===== src/hdl/hsatd_pkg.sv =====
// Package for the 8x8 Hadamard SATD block: widths, lane types, lane control struct.
// No dependencies; every other file uses it by scoped names.
`default_nettype none

package hsatd_pkg;

  // Geometry of one block
  localparam int Lanes  = 8;
  localparam int PixW   = 8;
  localparam int RowW   = $clog2(Lanes);
  localparam int RowBits = Lanes * PixW;

  // Arithmetic widths: diff 9b, row transform 12b, vertical accumulators 15b
  localparam int HorW     = 12;
  localparam int AccW     = 15;
  localparam int LaneSumW = 17;
  localparam int TotW     = 20;
  localparam int CostW    = 15;

  // Rounding of the final cost
  localparam int RoundAdd = 2;
  localparam int RoundSh  = 2;

  localparam logic [RowW-1:0] LastRow = RowW'(Lanes - 1);

  typedef logic signed [HorW-1:0] hor_t;
  typedef logic signed [AccW-1:0] acc_t;
  typedef logic [LaneSumW-1:0]    lane_sum_t;

  // Control shared by all column lanes
  typedef struct packed {
    logic            acc_en;  // fold the staged row into the accumulators
    logic            last;    // staged row is the eighth of its block
    logic [RowW-1:0] row;     // row index of the staged row
    logic            sum_ld;  // snapshot moves on into the lane sum register
  } lane_ctl_t;

  // Sign of a Hadamard term: odd parity of the AND of the two indexes
  function automatic logic odd_parity(input logic [RowW-1:0] v);
    return ^v;
  endfunction

endpackage

`default_nettype wire


===== src/hdl/hsatd_lane.sv =====
// Column lane: eight vertical-transform accumulators for one row coefficient,
// a snapshot bank for the finished block and a registered sum of magnitudes.
// Depends on hsatd_pkg.
`default_nettype none

module hsatd_lane (
  input  wire logic                  clk,
  input  wire logic                  rst,
  input  wire hsatd_pkg::lane_ctl_t  ctl,
  input  wire hsatd_pkg::hor_t       hor,
  output hsatd_pkg::lane_sum_t       lane_sum
);

  hsatd_pkg::acc_t      acc  [hsatd_pkg::Lanes];
  hsatd_pkg::acc_t      snap [hsatd_pkg::Lanes];
  hsatd_pkg::acc_t      acc_next [hsatd_pkg::Lanes];
  hsatd_pkg::acc_t      hor_ext;
  hsatd_pkg::lane_sum_t sum_next;

  // Vertical fold: add or subtract by parity of (k AND row)
  always_comb begin
    hor_ext = hsatd_pkg::acc_t'(hor);
    for (int k = 0; k < hsatd_pkg::Lanes; k++) begin
      if (hsatd_pkg::odd_parity(hsatd_pkg::RowW'(k) & ctl.row)) begin
        acc_next[k] = acc[k] - hor_ext;
      end else begin
        acc_next[k] = acc[k] + hor_ext;
      end
    end
  end

  // Sum of magnitudes of the snapshot
  always_comb begin
    logic [hsatd_pkg::AccW-1:0] mag;
    sum_next = '0;
    for (int k = 0; k < hsatd_pkg::Lanes; k++) begin
      mag      = snap[k][hsatd_pkg::AccW-1] ? unsigned'(-snap[k]) : unsigned'(snap[k]);
      sum_next = sum_next + hsatd_pkg::LaneSumW'(mag);
    end
  end

  // Accumulators clear on reset and after the eighth row
  always_ff @(posedge clk) begin
    if (rst) begin
      for (int k = 0; k < hsatd_pkg::Lanes; k++) acc[k] <= '0;
    end else if (ctl.acc_en) begin
      for (int k = 0; k < hsatd_pkg::Lanes; k++) begin
        acc[k] <= ctl.last ? '0 : acc_next[k];
      end
    end
  end

  // Payload registers, no reset
  always_ff @(posedge clk) begin
    if (ctl.acc_en && ctl.last) begin
      for (int k = 0; k < hsatd_pkg::Lanes; k++) snap[k] <= acc_next[k];
    end
    if (ctl.sum_ld) begin
      lane_sum <= sum_next;
    end
  end

endmodule

`default_nettype wire


===== config.mk =====
export PLATFORM = sky130hd
export DESIGN_NAME = hsatd_lane
export DESIGN_NICKNAME = d
export VERILOG_FILES = /design/src/hdl/hsatd_pkg.sv /design/src/hdl/hsatd_lane.sv
export SDC_FILE = /design/constraint.sdc
export NUM_CORES = 1
export LEC_CHECK = 0
export CAP_MARGIN = 20
export CORE_ASPECT_RATIO = 0.75
export CORE_MARGIN = 3
export CORE_UTILIZATION = 49
export DETAILED_ROUTE_END_ITERATION = 10
export DONT_BUFFER_PORTS = 1
export HOLD_SLACK_MARGIN = 0.08
export PLACE_DENSITY = 0.71
export SLEW_MARGIN = 10
export SYNTH_ARGS = -nofsm -noshare
export SYNTH_HDL_FRONTEND = slang
export SYNTH_SLANG_ARGS = --single-unit

===== constraint.sdc =====
create_clock -name clk -period 9.99 [get_ports clk]
set_clock_uncertainty 0.05 [all_clocks]
set_input_delay 0.4995 -clock clk [delete_from_list [all_inputs] [get_ports clk]]
set_output_delay 0.4995 -clock clk [all_outputs]
set_load 0.01 [all_outputs]

* Yosys cells after proc, flatten, opt, wreduce, memory -nomap -nowiden
Memories as Yosys holds them, arrays and structs flattened.
Cells that the tools add are included.
** Cells by class
- $add $sub $neg :: 30
- Mux-type cells :: 38
- Bitwise logic cells :: 8
- Reduce and logical (&&, ||, !) cells :: 8
** Operators by type and width (number)
- $mux W15 :: 31
- $add A15 B12 Y15 :: 8
- $neg A15 Y15 :: 8
- $sub A15 B12 Y15 :: 7
- $add A17 B15 Y17 :: 5
- $reduce_xor A3 Y1 :: 7
- $add A16 B15 Y17 :: 1
- $add A15 B15 Y16 :: 1
- $or A1 B1 Y1 :: 8
- $mux W1 :: 7
- $logic_and A1 B1 Y1 :: 1
** Storage, ports and cells
- Register bits after elaboration :: 17
- Memory bits (writable) :: 240
- Word-level logic and storage cells :: 87
- Memories :: 2
** Memory list
- acc :: depth 8, bits a word 15, read ports 8, clocked after Yosys merged registers in 0, wr ports 8, RTL line hsatd_lane.sv:14 : hsatd_pkg::acc_t acc [hsatd_pkg::Lanes];
- snap :: depth 8, bits a word 15, read ports 8, clocked after Yosys merged registers in 0, wr ports 8, RTL line hsatd_lane.sv:15 : hsatd_pkg::acc_t snap [hsatd_pkg::Lanes];

* Longest topological paths before layout
Gate-level depths: netlist (run 1).
- Depth after elaboration :: 9
- Mapped depth :: 21

* Least setup slack after synthesis (run 1)
OpenSTA, ideal clock, no wires.
- Path kind :: reg-to-reg
- Start :: memory snap[1][17] (netlist name)
- End :: register lane_sum[16], data pin
- Data arrival time :: 5.099 ns
- Slack :: 4.583 ns
- Cell stages (with the launch flop) :: 20
- Clock period less this slack :: 5.407 ns
- Cell sequence :: edfxtp_1 > or4_4 > nor3_1 > nand2_1 > or3_4 > nand2_1 > xnor2_1 > fa_1 > fa_1 > fa_1 > inv_1 > fa_1 > inv_1 > ha_1 > a21oi_1 > a21boi_0 > a21oi_1 > a21bo_2 > o221a_2 > xnor2_1
** RTL lines
- start, declared :: RTL line hsatd_lane.sv:15
- end signal, assigned :: RTL line hsatd_lane.sv:59 : lane_sum <= sum_next;
- end, declared :: RTL line hsatd_lane.sv:11 : output hsatd_pkg::lane_sum_t lane_sum

==> results of run 1 <==
## area by class of cell
cell class                      count  area share [%]
Inverter                          157            2.69
Multi-Input combinational cell   1500            54.1
Clock buffer                       31            3.25
Timing Repair Buffer               14           0.508
Clock inverter                     18            1.07
Sequential cell                   257            35.2
Tap cell                          561            3.20
## cell usage after synthesis (13+ instances only)
cell	instances	area share, %
a211oi_1	17	0.63
a21o_1	36	1.3
a21oi_1	107	2.6
and2_1	91	2.8
and3_1	15	0.46
clkbuf_1	43	0.79
edfxtp_1	257	38
fa_1	97	9.5
ha_1	138	8.5
inv_1	157	2.9
mux2i_1	26	1.3
nand2_1	119	2.2
nand2b_1	33	1.0
nand3_1	28	0.69
nand4_1	13	0.40
nor2_1	156	2.9
nor2b_1	17	0.52
nor3_1	27	0.66
o21a_1	27	0.99
o21ai_0	92	2.3
o21bai_1	14	0.51
o31ai_1	27	0.99
or3_1	17	0.52
xnor2_1	209	9.0
xor2_1	66	2.8
## metal layers
metal  part of all wire (%)  wire length (um)
met5                      0                 0
met4                    3.8              2130
met3                     11              6240
met2                     40             22400
met1                     44             24600
## logic make-up after synthesis
| family | after synthesis | synth area share (%) |
|---|---|---|
| flops | 257 | 37.8 |
| compound gates | 398 | 12.6 |
| simple gates | 564 | 14.2 |
| xor+xnor | 277 | 12.0 |
| mux | 26 | 1.27 |
| buf+inv | 219 | 4.19 |
| fa+ha+maj | 235 | 18.0 |
## flip-flops by register name (all words and copies together), names as in the netlist
| signal | cells |
|---|---|
| acc | 120 |
| lane_sum | 17 |
| snap | 120 |
## how the worst max path moves through the flow
stage | to
after CTS | lane_sum[16]
after global placement | lane_sum[16]
final | lane_sum[16]
after floorplan | lane_sum[16]
after global routing | lane_sum[14]
after detailed placement | lane_sum[16]
## critical path: cells and delay by family, from the launching register on
kind | cells | cell delay (ns)
AO/OA/AOI/OAI | 5 | 0.99
adder cells (fa/ha/maj) | 5 | 2.36
AND/OR/NAND/NOR | 5 | 1.29
flip-flops | 1 | 0.45
buffers and inverters | 2 | 0.11
XOR/XNOR | 2 | 0.28
## stage by stage
step                hold WS, ns  std cells  util (%)  cell area [sq um]  setup WS (ns)
finish                    0.100       2538      53.6              21900           4.18
global route             0.0947       2538      53.6              21900           3.81
CTS                      0.0834       2537      53.5              21900           4.24
detailed placement        0.508       2487      51.2              21000           4.29
global placement          0.500       2487      51.2              21000           4.36
floorplan                 0.478       1976         -              20400           4.58
==> flow_metrics.tcl, run 1 <==
set metrics [dict create \
    crit_chain "or4_4, nor3_1, nand2_1, or3_4, nand2_1, xnor2_1, fa_1, fa_1, fa_1, inv_1, fa_1, inv_1, ha_1, a21oi_1, a21boi_0, a21oi_1, a21bo_2, o221a_2, xnor2_1" \
    antenna_found_initial 0 \
    setup_viol 0 \
    firstDrtPassIters 6 \
    syn2layout_area_growth_pct 7.40 \
    cts_setup_buffers 0 \
    crit_path_end_kind "flop" \
    crit_start "snap[1][17]" \
    grt_util_all_layers_pct 24.8 \
    min_to "acc[1][17]" \
    drv_cap 0 \
    numCtsBuffers 28 \
    synth_area_sq_um 20400 \
    first_global_vias 14556 \
    ios 37 \
    vias 14927 \
    place_congestion 0.941 \
    cts_max_level 1 \
    cpMostUsedCell "fa_1" \
    initial_core_util_pct 49.9 \
    die_x_um 242 \
    grtUsageMet3_pct 6.53 \
    synth-main-ff-cell "edfxtp_1" \
    slew_headroom_pct 33.7 \
    period_share_pct 58.1 \
    finalNetCount 2213 \
    multi_input_area_sq_um 11900 \
    seq_area_frac_synth_pct 37.8 \
    fillerInstances 3576 \
    hold_path_depth 1 \
    synth_edf_count 257 \
    clkTransAtPathRegs_ns 0.07 \
    clock.fmax_mhz 172 \
    synthArstFlopShare_pct 0 \
    ff2ff_setup_slack_ns 4.18 \
    drt_iter0_drc 1476 \
    hold_class "in2reg" \
    io_buffers 0 \
    r2r_start "snap[1][17]" \
    ant_nets 0 \
    netlist_instances 1976 \
    wl_um 55400 \
    worst_slew_pin_slew_ns 0.981 \
    worst_setup_path_start_kind "flop" \
    reg2reg_depth 19 \
    grt-busiest-layer "met1" \
    required_ns 10.26 \
    dp_hpwl_um 40000 \
    die_area_sq_um 44200 \
    syn_nets 2231 \
    core_area_sq_um 40900 \
    synth-seq-cells 257 \
    hold_viol_final 0 \
    ys.warnings.count 0 \
    rsz0062_at_grt "false" \
    drv_slew 0 \
    rr_endpoint "lane_sum[16]" \
    outcome "finished clean" \
    cpPeakStageDelay_ns 0.55 \
    num_rows 64 \
    holdBufCountCts 1 \
    overflow 0 \
    grt_pass1_wl_um 84200 \
    syn_area_per_cell_sq_um 10.3 \
    drc 0 \
    cp.arrival_ns 6.08 \
    via_per_inst 5.88 \
    critPathSlowestCell "or4_4" \
    layout_common_cells "257 x edfxtp_1, 209 x xnor2_1, 157 x inv_1" \
    cts_resized 0 \
    cts_tree "done" \
    drive_above_1_share_pct 4.15 \
    cts-root-buf "clkbuf_16" \
    wl_per_cell_um 21.8 \
    register_area_sq_um 7720 \
    critPathKind "reg2reg" \
    clock-sinks 257 \
    diodes 0 \
    use_met2_pct 36.0 \
    met1_usage_pct 36.2 \
    insertion_delay_ns 0.58 \
    fin_crit_ns 5.81 \
    synth_cell_types 75 \
    setup_tns_ns 0 \
    grt_max_degree 75 \
    clk_path_buf_depth 3 \
    crit_fanout 5 \
    final_common_cell "edfxtp_1" \
    die_h_um 183 \
    hold_path.startpoint "ctl[5]" \
]
Power of run 1 is left out: the tool's default activity adds up to more than one toggle a clock period on the data nets, which glitch-free logic cannot reach.
==> run 2: changes to the inputs <==
==> constraint.sdc (replaced) <==
create_clock -name clk -period 5.6 [get_ports clk]
set_clock_uncertainty 0.05 [all_clocks]
set_input_delay 0.28 -clock clk [delete_from_list [all_inputs] [get_ports clk]]
set_output_delay 0.28 -clock clk [all_outputs]
set_load 0.01 [all_outputs]
==> run 2 against run 1 <==
Net effect:
- sequential share of layout area shrank 0.34 points
- hold slack gained 0.0088 ns
- clock-buffer cell count grew 1
- global-route usage grew 0.12 points
- critical path depth is the same
- die area is the same
- final cell count grew 0.91%
- highest routed layer unchanged
==> flow_metrics.tcl, run 2 (synthesis results as in run 1) <==
set metrics [dict create \
    finalNetCount 2241 \
    ant_nets 0 \
    cts_max_level 1 \
    wl_per_cell_um 22.0 \
    firstDrtPassIters 6 \
    vias 14969 \
    setup_viol 0 \
    layout_common_cells "257 x edfxtp_1, 207 x xnor2_1, 155 x inv_1, 155 x nor2_1, 133 x ha_1" \
    reg.largest.list "acc x120, snap x120, lane_sum x17" \
    cpPeakStageDelay_ns 0.59 \
    outcome "finished clean" \
    clock-sinks 257 \
    grt_pass1_wl_um 84200 \
    die_h_um 183 \
    drv_cap 0 \
    clk_path_buf_depth 3 \
    grt_util_all_layers_pct 24.9 \
    diodes 0 \
    finalInstanceArea_sq_um 22100 \
    first_global_vias 14259 \
    drt_iter0_drc 1705 \
    critPathKind "reg2reg" \
    drc 0 \
    drive_above_1_share_pct 6.30 \
    drv_slew 0 \
    insertion_delay_ns 0.55 \
    numCtsBuffers 27 \
    preCtsSetupSlack_ns -0.118 \
    period_share_pct 99.1 \
    crit_path_end_kind "flop" \
    crit_chain "or4_4, nor3_4, nand2_1, or3_4, nand2_4, xnor2_2, fa_1, fa_1, fa_1, inv_1, fa_1, inv_2, ha_4, a21oi_4, a21boi_2, a21oi_1, a21bo_2, o221a_2, xnor2_1" \
    initial_core_util_pct 49.9 \
    crit_fanout 4 \
    antenna_found_initial 1 \
    place_congestion 0.967 \
    placed_cell_area_sq_um 21100 \
    via_per_inst 5.84 \
    overflow 0 \
    required_ns 5.84 \
    die_x_um 242 \
    num_rows 64 \
    core_area_sq_um 40900 \
    clock.fmax_mhz 180 \
    clkTransAtPathRegs_ns 0.06 \
    grt_max_degree 75 \
    final_common_cell "edfxtp_1" \
    slew_headroom_pct 34.0 \
    critPathSlowestCell "or4_4" \
    syn2layout_area_growth_pct 8.43 \
    worst_setup_path_start_kind "flop" \
    wl_um 56200 \
    hold_class "in2reg" \
    dp_hpwl_um 40700 \
    worst_slew_pin_slew_ns 0.990 \
    io_buffers 0 \
    hold_ws_ns 0.109 \
    cpMostUsedCell "fa_1" \
    die_area_sq_um 44200 \
    cp.arrival_ns 5.79 \
    rsz0062_at_grt "true" \
    layout_setup_ws_ns 0.0508 \
    ios 37 \
    cts-root-buf "clkbuf_16" \
    fin_crit_ns 5.55 \
    hold_viol_final 0 \
    cts_tree "done" \
]
run 2: cell count changes in the layout (fill, tap and decap cells not counted), sizes merged:
cell	previous run	this run
clkinv	9	8
buf	13	37
clkinvlp	3	1
bufinv	5	1
clkbuf	31	32
dlygate4sd3	1	6
run 2: worst paths after layout:
check | start | to | slack, ns | cells after the start
setup / recovery | snap[1][20] | lane_sum[16] | 0.05 | 19
hold / removal | hor[3] | snap[0][3] | 0.11 | 2
hold reg to reg | acc[0][0] | snap[0][0] | 0.53 | 1
setup reg to reg | snap[1][20] | lane_sum[16] | 0.05 | 19
run 2: layout make-up:
class,count,area (sq um)
multi-input cells,1500,12000
repair buffers,43,338
clock inverters,11,83.8
inverters,157,589
clock buffers,32,694
well taps,561,702
fillers,3530,18800
flip-flops and latches,257,7720
run 2: critical path: cells and delay by family, from the launching register on:
family	cells	cell delay (ns)
adders and majority gates	5	2.25
and+or+nand+nor	5	1.39
AOI/OAI and AO/OA	5	0.84
DFF	1	0.40
xor gates and xnor gates	2	0.25
buffers and inverters	2	0.11
run 2: what timing repair did:
item	CTS	global route
setup buffers	0	5
setup endpoints to repair	2	5
pin swaps	1	21
resized for setup	3	32
hold buffers	6	0
endpoints found under the hold margin	47	0
run 2: through the flow:
| stage | util (%) | cells | TNS [ns] |
|---|---|---|---|
| 2_1_floorplan | - | 1976 | 0 |
| 3_3_place_gp | 51.6 | 2507 | 0 |
| 3_5_place_dp | 51.6 | 2507 | -0.141 |
| 4_1_cts | 53.6 | 2556 | 0 |
| 5_1_grt | 54.1 | 2561 | -0.220 |
| 6_report | 54.1 | 2561 | 0 |
run 2: per-layer routing:
| layer | wire [um] | up-vias | global-route usage (%) |
|---|---|---|---|
| li1 | - | 6955 | - |
| met1 | 25400 | 7243 | 38.0 |
| met2 | 23000 | 670 | 35.9 |
| met3 | 6040 | 101 | 5.07 |
| met4 | 1790 | 0 | 6.92 |
| met5 | 0 | - | 0 |
Power of run 2 is left out for the same reason.
