**src/hdl/hsatd_pkg.sv**
```systemverilog
// Package for the 8x8 Hadamard SATD block: widths, lane types, lane control struct.
// No dependencies; every other file uses it by scoped names.
`default_nettype none

package hsatd_pkg;

  // Geometry of one block
  localparam int Lanes  = 8;
  localparam int PixW   = 8;
  localparam int RowW   = $clog2(Lanes);
  localparam int RowBits = Lanes * PixW;

  // Arithmetic widths: diff 9b, row transform 12b, vertical accumulators 15b
  localparam int HorW     = 12;
  localparam int AccW     = 15;
  localparam int LaneSumW = 17;
  localparam int TotW     = 20;
  localparam int CostW    = 15;

  // Rounding of the final cost
  localparam int RoundAdd = 2;
  localparam int RoundSh  = 2;

  localparam logic [RowW-1:0] LastRow = RowW'(Lanes - 1);

  typedef logic signed [HorW-1:0] hor_t;
  typedef logic signed [AccW-1:0] acc_t;
  typedef logic [LaneSumW-1:0]    lane_sum_t;

  // Control shared by all column lanes
  typedef struct packed {
    logic            acc_en;  // fold the staged row into the accumulators
    logic            last;    // staged row is the eighth of its block
    logic [RowW-1:0] row;     // row index of the staged row
    logic            sum_ld;  // snapshot moves on into the lane sum register
  } lane_ctl_t;

  // Sign of a Hadamard term: odd parity of the AND of the two indexes
  function automatic logic odd_parity(input logic [RowW-1:0] v);
    return ^v;
  endfunction

endpackage

`default_nettype wire

```
**src/hdl/hsatd_row_xform.sv**
```systemverilog
// Row stage: pixel differences and 8-point Hadamard transform in natural order.
// Depends on hsatd_pkg. Purely combinational; the top level registers the result.
`default_nettype none

module hsatd_row_xform (
  input  wire logic [hsatd_pkg::RowBits-1:0] org_pixels,
  input  wire logic [hsatd_pkg::RowBits-1:0] pred_pixels,
  output hsatd_pkg::hor_t                    hor [hsatd_pkg::Lanes]
);

  localparam int Stages = hsatd_pkg::RowW;
  localparam int PadW   = hsatd_pkg::HorW - hsatd_pkg::PixW;

  hsatd_pkg::hor_t x [Stages+1][hsatd_pkg::Lanes];

  // Differences, then one butterfly stage per index bit
  always_comb begin
    for (int i = 0; i < hsatd_pkg::Lanes; i++) begin
      x[0][i] = hsatd_pkg::hor_t'({{PadW{1'b0}}, org_pixels[i*hsatd_pkg::PixW +: hsatd_pkg::PixW]})
              - hsatd_pkg::hor_t'({{PadW{1'b0}}, pred_pixels[i*hsatd_pkg::PixW +: hsatd_pkg::PixW]});
    end
    for (int s = 0; s < Stages; s++) begin
      for (int i = 0; i < hsatd_pkg::Lanes; i++) begin
        if ((i & (1 << s)) == 0) begin
          x[s+1][i]            = x[s][i] + x[s][i + (1 << s)];
          x[s+1][i + (1 << s)] = x[s][i] - x[s][i + (1 << s)];
        end
      end
    end
    for (int i = 0; i < hsatd_pkg::Lanes; i++) begin
      hor[i] = x[Stages][i];
    end
  end

endmodule

`default_nettype wire

```
**config.mk**
```make
export PLATFORM = sky130hd
export DESIGN_NAME = hsatd_row_xform
export DESIGN_NICKNAME = d
export VERILOG_FILES = /design/src/hdl/hsatd_pkg.sv /design/src/hdl/hsatd_row_xform.sv
export SDC_FILE = /design/constraint.sdc
export NUM_CORES = 1
export LEC_CHECK = 0
export ABC_AREA = 1
export BUFFER_PORTS_ARGS = -buffer_cell sky130_fd_sc_hd__clkbuf_2
export CAP_MARGIN = 10
export CORE_UTILIZATION = 51
export DETAILED_ROUTE_END_ITERATION = 8
export PLACE_DENSITY = 0.81
export SLEW_MARGIN = 30
export SYNTH_ARGS = -nofsm -noshare
export SYNTH_HDL_FRONTEND = slang
export SYNTH_SLANG_ARGS = --single-unit
```
**constraint.sdc**
```tcl
create_clock -name vclk -period 12.3
set_clock_uncertainty 0.15 [all_clocks]
set_input_delay 1.845 -clock vclk [all_inputs]
set_output_delay 1.845 -clock vclk [all_outputs]
set_load 0.02 [all_outputs]
```
* Word level (Yosys, flattened, before mapping)
Index checks and enable logic that the tools add are counted.
** Word-level totals
- Register bits :: 0
- Latch bits :: 0
- RAM bits :: 0
- ROM bits :: 0
- Input bits :: 128
- Memories :: 0
** Cells by class
- $add $sub $neg :: 32
- Multipliers :: 0
- Divide/modulo/power cells :: 0
- Order comparisons :: 0
- Eq/ne operators :: 0
- Shifts and indexed selects :: 0
- Muxes and demuxes :: 0
- Bitwise operators :: 0
- Reduce and logical (&&, ||, !) cells :: 0
** Operators with widths (count)
- 8-bit by 8-bit subtractor with 9-bit output :: 8
- 11-bit by 11-bit adder with 12-bit output :: 4
- 11-bit by 11-bit subtractor with 12-bit output :: 4
- 10-bit by 10-bit adder with 11-bit output :: 4
- 10-bit by 10-bit subtractor with 11-bit output :: 4
- 9-bit by 9-bit adder with 10-bit output :: 4
- 9-bit by 9-bit subtractor with 10-bit output :: 4

* Logic depth before layout (Yosys ltp)
Gate-level depths: netlist (run 1).
- Depth in word-level cells :: 4
- Depth in mapped cells :: 35

* Worst setup path before layout (run 1)
OpenSTA, ideal clock, no wires.
- Path kind :: in2out
- From :: input org_pixels[48] (netlist bit)
- To :: output hor[59] (netlist bit)
- Arrival :: 6.688 ns
- Setup slack :: 3.617 ns
- Cell stages on the path :: 33
- Buffers on the path :: 2
- Path through :: inv_1 > ha_1 > inv_1 > fa_1 > a21oi_1 > o21bai_1 > a21oi_1 > o21bai_1 > xnor2_1 > inv_1 > ha_1 > buf_6 > nor4_1 > nand2_1 > nand2_1 > xor2_1 > inv_1 > ha_1 > inv_1 > nand2_1 > nor3_1 > nand2_1 > o211ai_1 > nand2_1 > a22oi_1 > inv_1 > ha_1 > buf_2 > inv_1 > nor3_1 > inv_1 > o211ai_1 > xor2_1
** RTL lines
- start, declared :: RTL line hsatd_row_xform.sv:6 : input wire logic [hsatd_pkg::RowBits-1:0] org_pixels,
- end, declared :: RTL line hsatd_row_xform.sv:8 : output hsatd_pkg::hor_t hor [hsatd_pkg::Lanes]

==> results.py, run 1 <==
metrics = {
    "run_status": {
        "status": "complete, but fails checks",
        "violations": "design-rule violations",
    },
    "setup_path": {
        "slowest_delay_ns": 0.51,
        "worstSetupStartpoint": "org_pixels[16]",
        "cp_max_fo": 10,
        "endpoint_kind": "primary output",
        "crit_path_frequent_cell": "inv_1",
        "crit_arrival_ns": 7.52,
        "critical_path_class": "input pin to primary output",
        "slowest_stage": "ha_1",
        "cp-endpoint": "hor[35]",
        "worstPathRequired_ns": 10.30,
        "critPathLaunchType": "input pin",
    },
    "placement": {
        "port_buffers": 224,
        "place_inst": 2634,
        "dpl.hpwl_um": 33200,
        "dp_slack_ns": 2.82,
        "routabilityCongestion": 0.996,
    },
    "grt": {
        "grtUsageTotal_pct": 26.0,
        "grt_pass1_wl_um": 61100,
        "use_met2_pct": 45.2,
        "grt_pass1_vias": 13100,
        "antenna_found_initial": 0,
        "top_usage_layer": "met2",
        "grt_overflow": 0,
        "met1_usage_pct": 36.2,
        "grt_use_met3_pct": 1.64,
        "grt_max_degree": 13,
    },
    "die": {
        "initial_utilization_pct": 52.4,
        "core_area_um2": 26200,
        "die_area_um2": 27600,
        "boundaryPins": 224,
        "die_h_um": 166,
        "num_rows": 59,
        "die_x_um": 166,
    },
    "timing": {
        "fin_ws_ns": 2.79,
        "period_needed_ns": 9.51,
        "setup-tns-final_ns": 0,
        "slew_viol_final": 0,
        "timing.hold.ws_ns": 4.59,
        "finalHoldViolations": 0,
        "max_freq_mhz": 105,
        "period_share_pct": 77.3,
        "setup_viol": 0,
        "rsz0062_at_grt": "false",
        "tightest_slew_ns": 0.541,
        "relSlewSlack_pct": 63.6,
    },
    "detailed_routing": {
        "wl_per_cell_um": 14.0,
        "vias": 13900,
        "drcViolationCount": 12,
        "drtPass1Iterations": 8,
        "wl_um": 36800,
        "ant_nets": 0,
        "via_per_inst": 5.28,
        "drt_iter0_markers": 942,
    },
    "synth": {
        "syn_area_um2": 13700,
        "yosys_warnings": 0,
        "ys_seq_area_share_pct": 0,
        "synth_xor_area_share_pct": 14.5,
        "postSynthCellCount": 2134,
        "synth_top_family_by_area": "adder cells",
        "synthAdderAreaFrac_pct": 32.1,
        "synth-simple-area-share_pct": 20.8,
        "synthMuxAreaShare_pct": 0,
        "synth_compound_area_share_pct": 16.8,
        "ys_types": 53,
        "syn_area_per_cell_um2": 6.43,
        "synth_nets": 2595,
    },
    "final_layout": {
        "area_growth_pct": 8.77,
        "seq_cell_count": 0,
        "drive_gt1_share_pct": 12.5,
        "final_cell_mix": "inv_1 (471), nand2_1 (333), ha_1 (301)",
        "final_nets": 2762,
        "n_fill_cell": 2673,
        "n_antenna_cell": 0,
        "seqCellArea_um2": 0,
        "finalNonFillerCells": 2634,
        "num-clock-buffers": 0,
        "final_common_cell": "inv_1",
    },
    "cts": {
        "cts_setup_buffers": 0,
        "post_cts_resized": 0,
        "hold_buffers": 0,
    },
    "flow_run": {
        "cap_violations": 0,
    },
    "hold_path": {
        "min_path_type": "input pin to primary output",
    },
}
[cell type report]
type / instances / area (µm²) / area share [%]
multi-input combinational: 1585 / 11600 / 77.4
inverter: 490 / 1840 / 12.3
timing repair buffer: 224 / 1120 / 7.51
tap: 335 / 419 / 2.81
[worst max-delay path: cells and delay by family]
kind / cells / cell delay (ns)
AO/OA/AOI/OAI: 9 / 1.68
buffers and inverters: 10 / 1.00
AND/OR/NAND/NOR: 7 / 0.64
adder cells (fa/ha/maj): 5 / 1.90
XOR/XNOR: 2 / 0.41
[cells by family (layout without fill, tap and decap cells)]
family	Yosys count	in the layout
XOR/XNOR	226	226
adder cells (fa/ha/maj)	333	333
buffers and inverters	549	714
AO/OA/AOI/OAI	372	372
AND/OR/NAND/NOR	654	654
[cell usage after synthesis, types with 17 or more instances]
master	count	area [µm²]
a31oi_1	20	125
a21oi_1	183	916
ha_1	301	3770
nand3_1	103	515
buf_2	27	135
nand2_1	333	1250
fa_1	32	641
nor4_1	17	106
nand4_1	27	169
buf_4	18	135
nor2_1	100	375
o21bai_1	38	285
inv_2	18	67.6
o21ai_1	21	105
a21o_1	18	135
nor3_1	45	225
inv_1	471	1770
xnor2_1	25	219
o21ai_0	19	95.1
xor2_1	200	1750
[routing by layer]
metal,vias to the layer above,routed length [µm]
met3,24,2060
met2,413,16700
met1,6317,17600
li1,7152,-
met5,-,0
met4,0,424
[worst min-delay path by stage]
| stage | startpoint | to | slack [ns] | depth (start not counted) |
|---|---|---|---|---|
| global placement | pred_pixels[0] | hor[48] | 4.59 | 7 |
| detailed placement | pred_pixels[0] | hor[48] | 4.59 | 7 |
| finish | pred_pixels[0] | hor[48] | 4.59 | 7 |
| global route | pred_pixels[0] | hor[48] | 4.67 | 7 |
| floorplan | pred_pixels[0] | hor[0] | 4.20 | 5 |
| CTS | pred_pixels[0] | hor[48] | 4.60 | 7 |
[metrics by stage]
step	cell area (µm²)	util, %
4_1_cts	14900	57.0
2_1_floorplan	13700	-
3_5_place_dp	14900	57.0
5_1_grt	14900	57.0
6_report	14900	57.0
3_3_place_gp	14900	57.0
Power of run 1 is not shown: default switching activity piles up to over one toggle a cycle in this logic, so the estimate is an artifact.
==> inputs of run 2 (changes only) <==
==> constraint.sdc (replaced) <==
create_clock -name vclk -period 9.3
set_clock_uncertainty 0.15 [all_clocks]
set_input_delay 1.395 -clock vclk [all_inputs]
set_output_delay 1.395 -clock vclk [all_outputs]
set_load 0.02 [all_outputs]
==> run 2 against run 1 <==
- the run still ends with design-rule violations left
- flip-flop and latch count unchanged
- worst setup slack got worse by 2.1 ns
- clock-buffer cell count unchanged
- non-clock buffer count unchanged
- routed wire length about the same
- via count decreased by 0.28%
- first-iteration DRC count increased by 4.6%
- final area about the same
- utilization increased by 0.052 points
- die area unchanged
- cell count unchanged
- critical path type unchanged
==> results.py, run 2 (synthesized netlist as in run 1, its figures left out) <==
metrics = {
    "timing": {
        "period_needed_ns": 8.58,
        "tightest_slew_ns": 0.595,
        "setup-tns-final_ns": 0,
        "fin_ws_ns": 0.717,
        "slew_viol_final": 0,
        "relSlewSlack_pct": 60.0,
        "rsz0062_at_grt": "false",
        "setup_viol": 0,
        "period_share_pct": 92.3,
        "max_freq_mhz": 117,
        "finalHoldViolations": 0,
    },
    "detailed_routing": {
        "vias": 13900,
        "via_per_inst": 5.26,
        "drtPass1Iterations": 8,
        "drt_iter0_markers": 985,
        "wl_per_cell_um": 14.0,
        "drcViolationCount": 12,
        "wl_um": 36800,
        "ant_nets": 0,
    },
    "grt": {
        "antenna_found_initial": 0,
        "grt_pass1_vias": 13200,
        "grtUsageTotal_pct": 26.1,
        "grt_pass1_wl_um": 61300,
        "grt_overflow": 0,
        "grt_max_degree": 13,
    },
    "setup_path": {
        "critical_path_class": "input pin to primary output",
        "endpoint_kind": "primary output",
        "worstPathRequired_ns": 7.76,
        "crit_arrival_ns": 7.04,
        "critPathLaunchType": "input pin",
        "slowest_delay_ns": 0.48,
        "slowest_stage": "ha_1",
        "cp_max_fo": 10,
        "crit_path_frequent_cell": "inv_1",
    },
    "final_layout": {
        "final_nets": 2762,
        "drive_gt1_share_pct": 12.6,
        "n_fill_cell": 2617,
        "final_common_cell": "inv_1",
        "seq_cell_count": 0,
        "n_antenna_cell": 0,
        "area_growth_pct": 8.87,
        "num-clock-buffers": 0,
        "seqCellArea_um2": 0,
        "finalNonFillerCells": 2634,
        "multi_input_area_um2": 11600,
        "final_cell_mix": "inv_1 (471), nand2_1 (333), ha_1 (300)",
    },
    "die": {
        "die_area_um2": 27600,
        "boundaryPins": 224,
        "num_rows": 59,
        "core_area_um2": 26200,
        "initial_utilization_pct": 52.4,
        "die_h_um": 166,
        "die_x_um": 166,
    },
    "placement": {
        "port_buffers": 224,
        "place_inst": 2634,
        "dpl.hpwl_um": 33100,
        "routabilityCongestion": 0.979,
        "dp_slack_ns": 0.664,
    },
    "hold_path": {
        "min_path_type": "input pin to primary output",
    },
    "run_status": {
        "status": "complete, but fails checks",
        "violations": "design-rule violations",
    },
    "cts": {
        "hold_buffers": 0,
        "post_cts_resized": 0,
        "cts_setup_buffers": 0,
    },
    "flow_run": {
        "cap_violations": 0,
    },
}
[run 2: changes by cell type in the layout (fill, tap and decap cells not counted)]
| cell | delta |
|---|---|
| a22oi_1 | -1 |
| a22oi_2 | +1 |
| ha_1 | -1 |
| ha_2 | +1 |
| nor4_1 | -1 |
| nor4_2 | +1 |
[run 2: critical path: cells and delay by family]
kind / cells / cell delay [ns]
adders and majority gates: 5 / 1.88
AOI/OAI and AO/OA: 9 / 1.68
buffers and inverters: 10 / 0.99
and+or+nand+nor: 7 / 0.67
xor gates and xnor gates: 2 / 0.42
[run 2: layout make-up]
class	instances	area share, %
Inverter	490	12.3
Multi-Input combinational cell	1585	77.4
Tap cell	335	2.80
Timing Repair Buffer	224	7.50
[run 2: per-layer routing]
metal | GRT usage, % | routed length [µm]
met3 | 2.14 | 1980
met2 | 45.4 | 16500
met4 | 3.74 | 522
met5 | 0 | 0
met1 | 35.7 | 17800
[run 2: path summary, 6_finish.rpt]
kind | startpoint | slack, ns | endpoint | cells past startpoint
worst min-delay path | pred_pixels[0] | 3.69 | hor[48] | 7
worst max-delay path | org_pixels[16] | 0.72 | hor[35] | 33
[run 2: per-stage QoR]
step | utilization, % | hold slack, ns | area (µm²)
2_1_floorplan | - | 3.30 | 13700
3_3_place_gp | 57.0 | 3.69 | 14900
3_5_place_dp | 57.0 | 3.69 | 14900
4_1_cts | 57.0 | 3.71 | 14900
5_1_grt | 57.0 | 3.76 | 14900
6_report | 57.0 | 3.69 | 14900
Power of run 2 is left out for the same reason.
==> inputs of run 3 (changes only) <==
--- a/config.mk
+++ b/config.mk
@@ -5,12 +5,12 @@
 export SDC_FILE = /design/constraint.sdc
 export NUM_CORES = 1
 export LEC_CHECK = 0
-export ABC_AREA = 1
 export BUFFER_PORTS_ARGS = -buffer_cell sky130_fd_sc_hd__clkbuf_2
 export CAP_MARGIN = 10
 export CORE_UTILIZATION = 51
 export DETAILED_ROUTE_END_ITERATION = 8
-export PLACE_DENSITY = 0.81
+export GPL_TIMING_DRIVEN = 0
+export PLACE_DENSITY = 0.82
 export SLEW_MARGIN = 30
 export SYNTH_ARGS = -nofsm -noshare
 export SYNTH_HDL_FRONTEND = slang
==> run 3 against run 2 <==
- the flow now finishes without violations
- clock-buffer cell count did not move
- critical endpoint is now hor[82]
- synthesized area fell by 5.4%
- cell count fell by 11%
==> results.py, run 3 <==
metrics = {
    "timing": {
        "timing.hold.ws_ns": 3.70,
        "max_freq_mhz": 111,
        "slew_viol_final": 0,
        "rsz0062_at_grt": "false",
        "setup_viol": 0,
        "relSlewSlack_pct": 47.7,
        "period_needed_ns": 8.97,
        "finalHoldViolations": 0,
        "period_share_pct": 96.5,
        "setup-tns-final_ns": 0,
        "tightest_slew_ns": 0.775,
    },
    "run_status": {
        "status": "complete, no violations",
    },
    "setup_path": {
        "critPathLaunchType": "input pin",
        "cp_max_fo": 11,
        "worstPathRequired_ns": 7.76,
        "crit_arrival_ns": 7.43,
        "critPathBufInv": 7,
        "critical_path_class": "input pin to primary output",
        "slowest_delay_ns": 0.52,
        "crit_path_frequent_cell": "inv_1",
        "crit_path_cell_trace": "clkbuf_2 -> inv_1 -> ha_1 -> inv_1 -> fa_1 -> a211o_1 -> a211oi_1 -> o21bai_1 -> and2_1 -> or2_2 -> ha_1 -> inv_1 -> a221oi_1 -> nand4_1 -> ha_1 -> inv_1 -> nor2_1 -> a221oi_1 -> ha_1 -> inv_1 -> nor4_1 -> a2111oi_0 -> o311ai_0 -> clkbuf_2",
        "critical-path-top-delay-family": "compound AO/OA/AOI/OAI gates",
        "slowest_stage": "a221oi_1",
        "endpoint_kind": "primary output",
    },
    "grt": {
        "grtUsageTotal_pct": 25.0,
        "use_met2_pct": 44.2,
        "antenna_found_initial": 1,
        "grt_use_met3_pct": 2.16,
        "grt_pass1_wl_um": 54700,
        "grt_pass1_vias": 12000,
        "grt_max_degree": 11,
        "met1_usage_pct": 33.3,
        "grt_overflow": 0,
        "top_usage_layer": "met2",
    },
    "die": {
        "core_area_um2": 25100,
        "initial_utilization_pct": 51.7,
        "num_rows": 58,
        "die_x_um": 162,
        "die_h_um": 162,
        "die_area_um2": 26100,
        "boundaryPins": 224,
    },
    "synth": {
        "yosys.area.top_type": "ha_1",
        "ys_types": 80,
        "yosys_warnings": 0,
        "ys_seq_area_share_pct": 0,
        "synth_top_area_share_pct": 29.0,
        "synth_nets": 2243,
        "synth_area_leaders": "ha_1 (29%), xnor2_1 (11%), inv_1 (8.4%)",
        "syn_area_um2": 13000,
        "yosys-top-cells-count": "ha_1 (301), inv_1 (289), xnor2_1 (156)",
        "postSynthCellCount": 1782,
        "synth.most_common_cell": "ha_1",
        "syn_area_per_cell_um2": 7.29,
    },
    "final_layout": {
        "drive_gt1_share_pct": 13.3,
        "n_fill_cell": 2399,
        "multi_input_area_um2": 11700,
        "final_area_um2": 14500,
        "final_nets": 2468,
        "final_common_cell": "ha_1",
        "n_antenna_cell": 0,
        "num-clock-buffers": 0,
        "seq_cell_count": 0,
        "seqCellArea_um2": 0,
        "final_cell_mix": "ha_1 (301), inv_1 (289), clkbuf_2 (224)",
        "area_growth_pct": 11.8,
    },
    "detailed_routing": {
        "vias": 12800,
        "wl_per_cell_um": 14.4,
        "drcViolationCount": 0,
        "via_per_inst": 5.49,
        "drtPass1Iterations": 6,
        "drt_iter0_markers": 749,
        "wl_um": 33500,
        "ant_nets": 0,
    },
    "hold_path": {
        "min_path_type": "input pin to primary output",
        "min_from": "pred_pixels[0]",
        "min_to": "hor[0]",
        "holdPathStages": 7,
    },
    "placement": {
        "dpl_cell_area_um2": 14500,
        "routabilityCongestion": 1.01,
        "dpl.hpwl_um": 29800,
        "port_buffers": 224,
    },
    "flow_run": {
        "cap_violations": 0,
    },
    "cts": {
        "cts_setup_buffers": 0,
    },
}
-- run 3: cell types whose count changed after synthesis, moves of 24 or more --
cell and delta:
nand3_1 -93, o21a_1 +25, nand2b_1 +31, nand2_1 -253
nand4_1 -24, xnor2_1 +131, nor2b_1 +33, inv_1 -182
nor2_1 +37, xor2_1 -114, o21ai_0 +58, clkbuf_1 +26
a21oi_1 -56, buf_2 -24
-- run 3: per-layer routing --
layer / wire length [µm] / up-vias
li1: - / 6503
met1: 15500 / 5943
met2: 15600 / 338
met3: 1900 / 38
met4: 611 / 0
met5: 0 / -
-- run 3: worst max-delay path by stage --
stage          slack (ns)      end            from  cells past startpoint
6_report             0.33  hor[82]   org_pixels[8]                     24
2_1_floorplan        1.32  hor[70]  org_pixels[56]                     28
3_5_place_dp         0.43  hor[82]   org_pixels[8]                     25
3_3_place_gp         0.56  hor[82]   org_pixels[8]                     25
4_1_cts              0.40  hor[82]   org_pixels[8]                     25
5_1_grt              0.05  hor[82]   org_pixels[8]                     24
-- run 3: kinds of logic (layout without fill, tap and decap cells) --
| group | count (synthesis) | in the layout | synth area share (%) |
|---|---|---|---|
| AOI/OAI and AO/OA | 464 | 464 | 24.2 |
| and+or+nand+nor | 405 | 405 | 15.2 |
| adders and majority gates | 333 | 333 | 33.9 |
| buffers and inverters | 332 | 555 | 9.77 |
| xor gates and xnor gates | 243 | 243 | 16.5 |
| muxes | 5 | 5 | 0.405 |
-- run 3: cell type report --
cell class | count | share of cell area, %
inverter | 289 | 7.47
buffer | 42 | 1.24
tap | 330 | 2.84
multi-input combinational | 1450 | 80.7
timing repair buffer | 224 | 7.72
-- run 3: metrics by stage --
step / utilization [%] / setup slack, ns / instances
4_1_cts: 57.8 / 0.398 / 2336
2_1_floorplan: - / 1.32 / 1782
3_5_place_dp: 57.8 / 0.425 / 2336
3_3_place_gp: 57.8 / 0.556 / 2336
5_1_grt: 57.8 / 0.0472 / 2335
6_report: 57.8 / 0.330 / 2335
-- run 3: repair_timing --
action,4_1_cts,5_1_grt
gates resized for setup,0,1
endpoints found under the setup margin,0,4
hold buffers,0,0
Power of run 3 is left out for the same reason.
